[config.mk]
export PLATFORM = sky130hd
export DESIGN_NAME = sequence_reorder_buffer
export DESIGN_NICKNAME = d
export VERILOG_FILES = /design/src/sv/srb_pkg.sv /design/src/sv/srb_slot_mem.sv /design/src/sv/sequence_reorder_buffer.sv
export VERILOG_INCLUDE_DIRS = /design/src /design/src/sv
export SDC_FILE = /design/constraint.sdc
export NUM_CORES = 1
export LEC_CHECK = 0
export BUFFER_PORTS_ARGS = -buffer_cell sky130_fd_sc_hd__buf_2
export CORE_MARGIN = 2
export CORE_UTILIZATION = 55
export DETAILED_ROUTE_END_ITERATION = 12
export PLACE_DENSITY = 0.8
export REMOVE_ABC_BUFFERS = 1
export SYNTH_ARGS = -nofsm -noshare
export SYNTH_HDL_FRONTEND = slang
export SYNTH_HIERARCHICAL = 1
export SYNTH_SLANG_ARGS = --single-unit
export TNS_END_PERCENT = 1
[constraint.sdc]
create_clock -name clk_i -period 4.05 [get_ports clk_i]
set_clock_uncertainty 0.05 [all_clocks]
set_input_delay 0.81 -clock clk_i [delete_from_list [all_inputs] [get_ports clk_i]]
set_output_delay 0.81 -clock clk_i [all_outputs]
set_load 0.05 [all_outputs]
[src/sv/assert_macros.svh]
// Assertion helpers shared by the reorder buffer RTL.
// Each macro expects clk_i and rst_ni in scope.
`ifndef ASSERT_MACROS_SVH
`define ASSERT_MACROS_SVH

// Plain concurrent property, disabled while in reset.
`define SRB_ASSERT(label, prop, msg) \
  label: assert property (@(posedge clk_i) disable iff (!rst_ni) prop) \
    else $error(msg);

// Next-cycle implication, disabled while in reset.
`define SRB_ASSERT_NEXT(label, pre, post, msg) \
  label: assert property (@(posedge clk_i) disable iff (!rst_ni) (pre) |=> (post)) \
    else $error(msg);

`endif

[src/sv/srb_pkg.sv]
`timescale 1ns / 1ps
// ----------------------------------------------------------------------------
// srb_pkg
// Shared widths and the slot memory control bundle.
// ----------------------------------------------------------------------------
package srb_pkg;

  localparam int unsigned SeqW        = 4;
  localparam int unsigned OutPayloadW = 32;

  typedef struct packed {
    logic wr_en;
    logic rd_en;
  } srb_mem_ctrl_t;

endpackage

[src/sv/srb_slot_mem.sv]
`timescale 1ns / 1ps
// ----------------------------------------------------------------------------
// srb_slot_mem
// Slot payload store: one write port, one read port, registered read data.
// ----------------------------------------------------------------------------
module srb_slot_mem #(
  parameter int unsigned DEPTH = 16,
  parameter int unsigned WIDTH = 32,
  parameter int unsigned AW    = 4
) (
  input  logic                  clk_i,
  input  srb_pkg::srb_mem_ctrl_t ctrl_i,
  input  logic [AW-1:0]         waddr_i,
  input  logic [WIDTH-1:0]      wdata_i,
  input  logic [AW-1:0]         raddr_i,
  output logic [WIDTH-1:0]      rdata_o
);
  import srb_pkg::*;

  logic [WIDTH-1:0] mem [DEPTH];
  logic [WIDTH-1:0] rdata_q;

  always_ff @(posedge clk_i) begin
    if (ctrl_i.wr_en) begin
      mem[waddr_i] <= wdata_i;
    end
  end

  always_ff @(posedge clk_i) begin
    if (ctrl_i.rd_en) begin
      rdata_q <= mem[raddr_i];
    end
  end

  assign rdata_o = rdata_q;

endmodule

[src/sv/sequence_reorder_buffer.sv]
`timescale 1ns / 1ps
// Release: an accept enters StRelease, which sends any ready run to registered outputs.
// Flow: no input is accepted during StRelease; the slot memory has one read port, so
//   one release per cycle after the store cycle while the output is not stalled.
// Reset: state, expected number, slot valid bits and output valid clear asynchronously.
//   The slot memory is not cleared; no clearing pass, inputs are taken right after reset.
// ----------------------------------------------------------------------------
// sequence_reorder_buffer
// Stores numbered transactions by slot and releases consecutive runs in order.
// ----------------------------------------------------------------------------
`include "assert_macros.svh"

module sequence_reorder_buffer #(
  parameter int unsigned DEPTH         = 16,
  parameter int unsigned PAYLOAD_WIDTH = 32
) (
  input  logic                            clk_i,
  input  logic                            rst_ni,
  input  logic                            in_valid_i,
  output logic                            in_ready_o,
  input  logic [srb_pkg::SeqW-1:0]        seq_number_i,
  input  logic [srb_pkg::OutPayloadW-1:0] payload_i,
  output logic                            out_valid_o,
  input  logic                            out_ready_i,
  output logic [srb_pkg::SeqW-1:0]        out_seq_number_o,
  output logic [srb_pkg::OutPayloadW-1:0] out_payload_o,
  output logic                            run_last_o
);
  import srb_pkg::*;

  localparam int unsigned IdxW    = $clog2(DEPTH);
  localparam int unsigned SeqExtW = (IdxW > SeqW) ? IdxW : SeqW;
  localparam int unsigned NumSeq  = 2 ** SeqW;

  typedef enum logic {
    StAccept,
    StRelease
  } state_e;

  state_e              state_q;
  logic [IdxW-1:0]     exp_q;
  logic [DEPTH-1:0]    slot_valid_q;
  logic                out_valid_q;
  logic [SeqW-1:0]     out_seq_q;
  logic                out_last_q;

  logic [IdxW-1:0]     idx_lut [NumSeq];
  logic [IdxW-1:0]     wr_idx;
  logic [IdxW-1:0]     exp_nxt;
  logic [SeqExtW-1:0]  exp_ext;
  logic                in_fire;
  logic                can_issue;
  logic                head_valid;
  logic                next_valid;
  logic                issue;
  srb_mem_ctrl_t       mem_ctrl;
  logic [PAYLOAD_WIDTH-1:0] mem_wdata;
  logic [PAYLOAD_WIDTH-1:0] mem_rdata;

  // sequence number modulo DEPTH
  for (genvar s = 0; s < NumSeq; s++) begin : g_idx
    assign idx_lut[s] = IdxW'(s % DEPTH);
  end

  assign wr_idx     = idx_lut[seq_number_i];
  assign exp_nxt    = (exp_q == IdxW'(DEPTH - 1)) ? '0 : IdxW'(exp_q + 1'b1);
  assign exp_ext    = SeqExtW'(exp_q);
  assign in_ready_o = (state_q == StAccept);
  assign in_fire    = in_valid_i && in_ready_o;
  assign can_issue  = !out_valid_q || out_ready_i;
  assign head_valid = slot_valid_q[exp_q];
  assign next_valid = slot_valid_q[exp_nxt];
  assign issue      = (state_q == StRelease) && head_valid && can_issue;

  assign mem_ctrl.wr_en = in_fire;
  assign mem_ctrl.rd_en = issue;
  assign mem_wdata      = PAYLOAD_WIDTH'(payload_i);

  srb_slot_mem #(
    .DEPTH (DEPTH),
    .WIDTH (PAYLOAD_WIDTH),
    .AW    (IdxW)
  ) u_slot_mem (
    .clk_i   (clk_i),
    .ctrl_i  (mem_ctrl),
    .waddr_i (wr_idx),
    .wdata_i (mem_wdata),
    .raddr_i (exp_q),
    .rdata_o (mem_rdata)
  );

  always_ff @(posedge clk_i or negedge rst_ni) begin
    if (!rst_ni) begin
      state_q      <= StAccept;
      exp_q        <= '0;
      slot_valid_q <= '0;
      out_valid_q  <= 1'b0;
      out_seq_q    <= '0;
      out_last_q   <= 1'b0;
    end else begin
      if (issue) begin
        out_valid_q <= 1'b1;
      end else if (out_ready_i) begin
        out_valid_q <= 1'b0;
      end
      case (state_q)
        StAccept: begin
          if (in_fire) begin
            slot_valid_q[wr_idx] <= 1'b1;
            state_q              <= StRelease;
          end
        end
        StRelease: begin
          if (!head_valid) begin
            state_q <= StAccept;
          end else if (can_issue) begin
            slot_valid_q[exp_q] <= 1'b0;
            exp_q               <= exp_nxt;
            out_seq_q           <= exp_ext[SeqW-1:0];
            out_last_q          <= !next_valid;
            if (!next_valid) begin
              state_q <= StAccept;
            end
          end
        end
        default: begin
          state_q <= StAccept;
        end
      endcase
    end
  end

  assign out_valid_o      = out_valid_q;
  assign out_seq_number_o = out_seq_q;
  assign out_payload_o    = OutPayloadW'(mem_rdata);
  assign run_last_o       = out_last_q;

  `SRB_ASSERT_NEXT(a_release_clears, issue, !slot_valid_q[$past(exp_q)], "slot not cleared")
  `SRB_ASSERT_NEXT(a_exp_hold, !issue, exp_q == $past(exp_q), "expected number moved without release")
  `SRB_ASSERT(a_run_chain, (out_valid_q && !out_last_q) |-> slot_valid_q[exp_q], "broken run")

endmodule
==> qor.csv, run 1 <==
metric,value,unit
antenna_found_initial,1,
die_w,203.1,µm
post_cts_buffers,0,
grt.busiest_layer,met2,
final_antenna_net_count,0,
timing.fmax,0.3567,GHz
yosysTopAreaCell,edfxtp_1,
viasPerCell,6.293,
instances_no_fill,1675,
cp_top_family,multiplexers,
num_rows,72,
cts_buffer_depth,3,
netlist_area,0.02181,mm²
start_util,56.05,%
synth_area_leaders,"edfxtp_1 75%, mux4_2 14%, dfrtp_1 3.1%, a22oi_1 2.2%, nand2_1 0.89%",
hold_viol_final,0,
track_usage,23.21,%
placed_cells,1574,
status,finished clean,
post-synth-top-count-cell,edfxtp_1,
grt_pass1_vias,11048,
synthCells,1004,
grt_max_degree,73,
path_class,flop to flop,
finalCritPeriodShare,69.23,%
path_cells,mux4_2 > mux2_2 > mux2i_4 > nor2_4 > buf_12 > mux2_4,
h-tree-depth,2,
use_met1,32.23,%
path_max_fanout,39,
yosys-top-cells-count,"544 x edfxtp_1, 132 x mux4_2, 65 x a22oi_1",
arrival,3.24,ns
synth_top_flop_cell,edfxtp_1,
relSlewSlack,21.42,%
syn_avg_cell_area,21.73,µm²
yosysTopAreaCellShare,74.89,%
async_flop_share,4.729,%
dieArea,0.04127,mm²
final_area,0.02485,mm²
p_leak,8.006,nW
vdd_drop_max,0.4801,mV
fp.dieH,203.1,µm
drtPass1Iterations,5,
cp_num_cells,6,
cts_tree,done,
drt-initial-drc-count,1043,
cp.buffers_inverters,1,
placed_area,0.02301,mm²
clkSinkCount,571,
core,0.03892,mm²
overflow,0,
place_ws,1.082,ns
seq_area_frac_synth,77.99,%
grt_pass1_wl,69590,µm
maxCapViolCount,0,
worst_path_max_delay_cell,dfrtp_4,
worst_hold_path_type,input pin to async pin,
setup_viol,0,
clk_latency,0.60,ns
num_io_pins,79,
yosysWarnings,6,
slew_violations,0,
start_kind,flop,
hold_ws,0.1778,ns
grt_util_met3,5.529,%
dp_hpwl,25090,µm
holdBufCountCts,0,
synth_edf_count,544,
cts_buffers,54,
rsz0062_at_grt,false,
routed_wl,46150,µm
max_stage_delay,0.72,ns
cts_resized,0,
wire_per_inst,27.55,µm
cts-root-buf,clkbuf_16,
power_density,692.5,mW/mm²
r2r_cells,6,
place.gp.congestion,0.8485,
period_minus_slack,2.804,ns
port_buffers,78,
antennaDiodeCount,0,
max_slew.worst_pin.slew,1.176,ns
vias,10540,
layout.nets,1156,
tns,0,ns
ys_types,46,
synth-seq-cells,571,
use_met2,37.45,%
endpoint_kind,flop,
final_layout_size_suffix_gt1_share,31.11,%
drc,0,
cp.required,4.48,ns
synthToLayoutAreaGrowth,13.94,%
clk_pin_slew,0.07,ns
fin_ws,1.246,ns
-- power breakdown --
part | internal [mW] | switching (mW) | leakage (nW) | total [mW]
Sequential | 6.99 | 0.349 | 5.23 | 7.34
Clock | 3.02 | 2.17 | 0.902 | 5.19
Combinational | 1.90 | 2.79 | 1.88 | 4.68
-- final timing paths --
kind                                startpoint             endpoint  slack [ns]
setup / recovery                    exp_ext[1]  out_seq_number_o[0]        1.25
hold / removal                          rst_ni          out_valid_o        0.18
setup reg to reg                    exp_ext[1]  out_seq_number_o[0]        1.25
hold reg to reg            out_seq_number_o[3]  out_seq_number_o[3]        0.45
max in group asynchronous               rst_ni           exp_ext[0]        3.29
min in group clk_i         out_seq_number_o[3]  out_seq_number_o[3]        0.45
-- logic make-up (layout without fill, tap and decap cells) --
| family | Yosys count | count (layout) | share of synthesized area (%) |
|---|---|---|---|
| and+or+nand+nor | 119 | 119 | 2.490 |
| DFF | 571 | 571 | 77.99 |
| muxes | 142 | 142 | 14.28 |
| AOI/OAI and AO/OA | 107 | 107 | 3.539 |
| buffers and inverters | 59 | 212 | 1.388 |
| xor gates and xnor gates | 2 | 2 | 0.08032 |
| adders and majority gates | 4 | 4 | 0.2295 |
-- placed cells by master, fill, tap and decap left out, drive strengths merged, types with 16 or more instances in the layout --
| cell | count |
|---|---|
| edfxtp | 544 |
| clkinv | 24 |
| clkbuf | 62 |
| nand2 | 52 |
| mux4 | 132 |
| o21ai | 16 |
| dfrtp | 27 |
| a22oi | 65 |
| nor2 | 23 |
| buf | 105 |
-- area by class of cell --
| type | instances | area, µm² |
|---|---|---|
| Clock buffer | 62 | 1403 |
| Clock inverter | 39 | 444.2 |
| Fill cell | 2502 | 14060 |
| Inverter | 6 | 22.52 |
| Multi-Input combinational cell | 374 | 4637 |
| Sequential cell | 571 | 17020 |
| Tap cell | 518 | 648.1 |
| Timing Repair Buffer | 105 | 680.7 |
-- per-layer routing --
metal	up-vias	routed length, µm
met5	-	13
met4	2	1139
met3	94	3953
met2	519	22730
met1	5493	18310
li1	4432	-
-- metrics by stage --
step	total power, mW	util, %
finish	17.21	63.86
global route	17.86	63.86
CTS	17.34	63.86
detailed placement	12.16	59.12
global placement	12.08	59.12
floorplan	10.93	-
-- flip-flops by register name, indices dropped and copies added, names as in the netlist --
name and flops:
slot_valid_q 16, u_slot_mem/mem 512, exp_ext 4, state_q 1
out_seq_number_o 4, run_last_o 1, out_valid_o 1, u_slot_mem/rdata_o 32
Power figures use the tool's default switching activity.
==> run 2, diff against run 1 <==
--- a/config.mk
+++ b/config.mk
@@ -6,6 +6,7 @@
 export SDC_FILE = /design/constraint.sdc
 export NUM_CORES = 1
 export LEC_CHECK = 0
+export ABC_AREA = 1
 export BUFFER_PORTS_ARGS = -buffer_cell sky130_fd_sc_hd__buf_2
 export CORE_MARGIN = 2
 export CORE_UTILIZATION = 55
==> constraint.sdc (replaced) <==
create_clock -name clk_i -period 2.25 [get_ports clk_i]
set_clock_uncertainty 0.05 [all_clocks]
set_input_delay 0.45 -clock clk_i [delete_from_list [all_inputs] [get_ports clk_i]]
set_output_delay 0.45 -clock clk_i [all_outputs]
set_load 0.05 [all_outputs]
==> run 2 against run 1 <==
Largest power group unchanged. Maximum frequency is 32% higher. Synthesized area rose by 15%. Critical endpoint is now u_slot_mem/rdata_o[8]. First-iteration DRC count is 130% higher. Critical path depth up 1. Total power rose by 89%. Global-route usage is 3.3 points higher. Synthesized cell count increased by 140%. Clock power up 77%. Worst hold slack worse by 0.033 ns. Highest routed layer unchanged.
==> qor.csv, run 2 <==
metric,value,unit,change
status,finished clean,,
grt_max_degree,101,,+38%
worst_hold_path_type,input pin to flop,,
overflow,0,,unchanged
yosysTopAreaCell,edfxtp_1,,
ff_latch_area,0.01702,mm²,about the same
syn_avg_cell_area,10.39,µm²,-52%
vdd_drop_max,0.9554,mV,+99%
maxCapViolCount,0,,unchanged
num_io_pins,79,,unchanged
post_synth_fa_ha_maj_area_fraction,0.1996,%,-0.030 points
setup_viol,0,,unchanged
hold_viol_final,0,,unchanged
layout.nets,2549,,+120%
relSlewSlack,54.68,%,+33 points
cts_buffer_depth,3,,unchanged
final_antenna_net_count,0,,unchanged
arrival,2.41,ns,-0.83 ns
start_kind,flop,,
synth_top_family_by_area,simple AND/OR/NAND/NOR gates,,
tns,0,ns,unchanged
port_buffers,78,,unchanged
yosysWarnings,6,,unchanged
async_flop_share,4.729,%,unchanged
clkSinkCount,571,,unchanged
synth_top_flop_cell,edfxtp_1,,
ys_types,27,,-41%
finalCritPeriodShare,94.30,%,+25 points
crit_start,exp_ext[0],,
wire_per_inst,19.71,µm,-28%
antenna_found_initial,4,,+3
post_cts_buffers,0,,unchanged
viasPerCell,5.563,,-12%
final_cell_mix,"744 x nand2_1, 544 x edfxtp_1, 424 x nand3_1",,
dieArea,0.04732,mm²,+15%
mostFrequentLayoutCell,nand2_1,,
path_class,flop to flop,,
drt-initial-drc-count,2364,,+130%
path_max_fanout,45,,+15%
synth_edf_count,544,,unchanged
netlist_area,0.02508,mm²,+15%
h-tree-depth,2,,unchanged
start_util,55.50,%,-0.55 points
clk_pin_slew,0.06,ns,about the same
cts_tree,done,,
endpoint_kind,flop,,
vias,17547,,+66%
timing.fmax,0.4713,GHz,+32%
track_usage,26.51,%,+3.3 points
grt_pass1_vias,17144,,+55%
cp.required,2.54,ns,-1.94 ns
rsz0062_at_grt,false,,
synth-seq-cells,571,,unchanged
drtPass1Iterations,6,,+1
dp_hpwl,34570,µm,+38%
final_layout_size_suffix_gt1_share,11.21,%,-20 points
finish.utilization,62.68,%,-1.2 points
yosys.area_share.simple,21.01,%,+19 points
drc,0,,unchanged
cts_buffers,55,,+1.9%
hold_ws,0.1452,ns,-0.03256 ns
place.gp.congestion,0.8926,,+5.2%
yosys-top-cells-count,"744 x nand2_1, 544 x edfxtp_1, 424 x nand3_1",,
clk_latency,0.63,ns,+0.03 ns
multiInputGateArea,0.005794,mm²,+25%
die_w,217.5,µm,+7.1%
seq_area_frac_synth,67.84,%,-10 points
num_rows,78,,+8.3%
period_minus_slack,2.122,ns,-0.6822 ns
cts-root-buf,clkbuf_16,,
p_leak,12.07,nW,+51%
slew_violations,0,,unchanged
muxShareOfSynthArea,0,%,-14 points
post-synth-top-count-cell,nand2_1,,
regMostFlops,u_slot_mem/mem,,
worstReg2RegStart,exp_ext[0],,
power_density,1146,mW/mm²,+65%
max_slew.worst_pin.slew,0.6799,ns,-0.4963 ns
grt_pass1_wl,95280,µm,+37%
synthCells,2414,,+140%
largest_register_ffs,512,,unchanged
min-delay-start,payload_i[21],,
synthXorXnorAreaFrac,0,%,-0.080 points
fin_ws,0.1284,ns,-1.118 ns
place_ws,0.1216,ns,-0.9605 ns
synth_compound_area_share,1.417,%,-2.1 points
synth_area_leaders,"edfxtp_1 65%, nand2_1 11%, nand3_1 8.5%, inv_1 6.3%, dfrtp_1 2.7%",,
fillCellCount,3233,,+29%
core,0.04519,mm²,+16%
fp.dieH,217.5,µm,+7.1%
yosysTopAreaCellShare,65.14,%,-9.7 points
synthToLayoutAreaGrowth,12.94,%,
routed_wl,62150,µm,+35%
-- run 2: what timing repair did --
item                                    CTS  global route
hold buffers                              1             0
endpoints found under the setup margin    0             3
hold endpoints to repair                 27             0
resized for setup                         0             1
-- run 2: final timing paths --
path | to | slack [ns] | cells after the start
hold / removal | u_slot_mem/mem[6][21] | 0.15 | 1
min in group asynchronous | out_valid_o | 0.39 | 2
setup reg to reg | u_slot_mem/rdata_o[8] | 0.13 | 7
hold reg to reg | out_seq_number_o[2] | 0.46 | 2
setup / recovery | u_slot_mem/rdata_o[8] | 0.13 | 7
max in group asynchronous | exp_ext[0] | 1.25 | 2
-- run 2: critical path: stages (launching register included) --
cell and delay [ns]:
dfrtp_4 0.48, buf_6 0.34, buf_4 0.41, nand2_1 0.11
nand3_1 0.14, nand3_1 0.12, nand3_1 0.12, nand2_1 0.07
-- run 2: stage by stage --
step,cell area [µm²],std cells,power [mW]
6_report,28320,3154,32.45
5_1_grt,28320,3153,33.94
4_1_cts,28310,3152,32.45
3_5_place_dp,26490,3047,23.24
3_3_place_gp,26490,3047,22.92
2_1_floorplan,24290,2298,18.86
-- run 2: final cells by class --
cell class	instances	share of cell area (%)
repair buffers	150	4.679
clock buffers	62	4.953
clock inverters	42	1.445
multi-input cells	1300	20.46
flip-flops and latches	571	60.10
inverters	427	5.695
well taps	600	2.651
diodes	2	0.01767
-- run 2: kinds of logic (layout without fill, tap and decap cells) --
logic type | Yosys count | count (layout)
other | 0 | 2
DFF | 571 | 571
adders and majority gates | 4 | 4
buffers and inverters | 543 | 681
AOI/OAI and AO/OA | 65 | 65
and+or+nand+nor | 1231 | 1231
-- run 2: report_power, final --
group | switching [mW] | internal [mW]
logic | 7.38 | 3.05
clock network | 3.98 | 5.21
registers | 0.416 | 12.4
total | 11.8 | 20.7
-- run 2: per-layer routing --
layer / global-route usage, % / vias up / wire, µm
li1: - / 8027 / -
met1: 34.85 / 8326 / 23700
met2: 43.73 / 992 / 30280
met3: 4.393 / 198 / 5737
met4: 11.71 / 4 / 2400
met5: 0 / - / 30
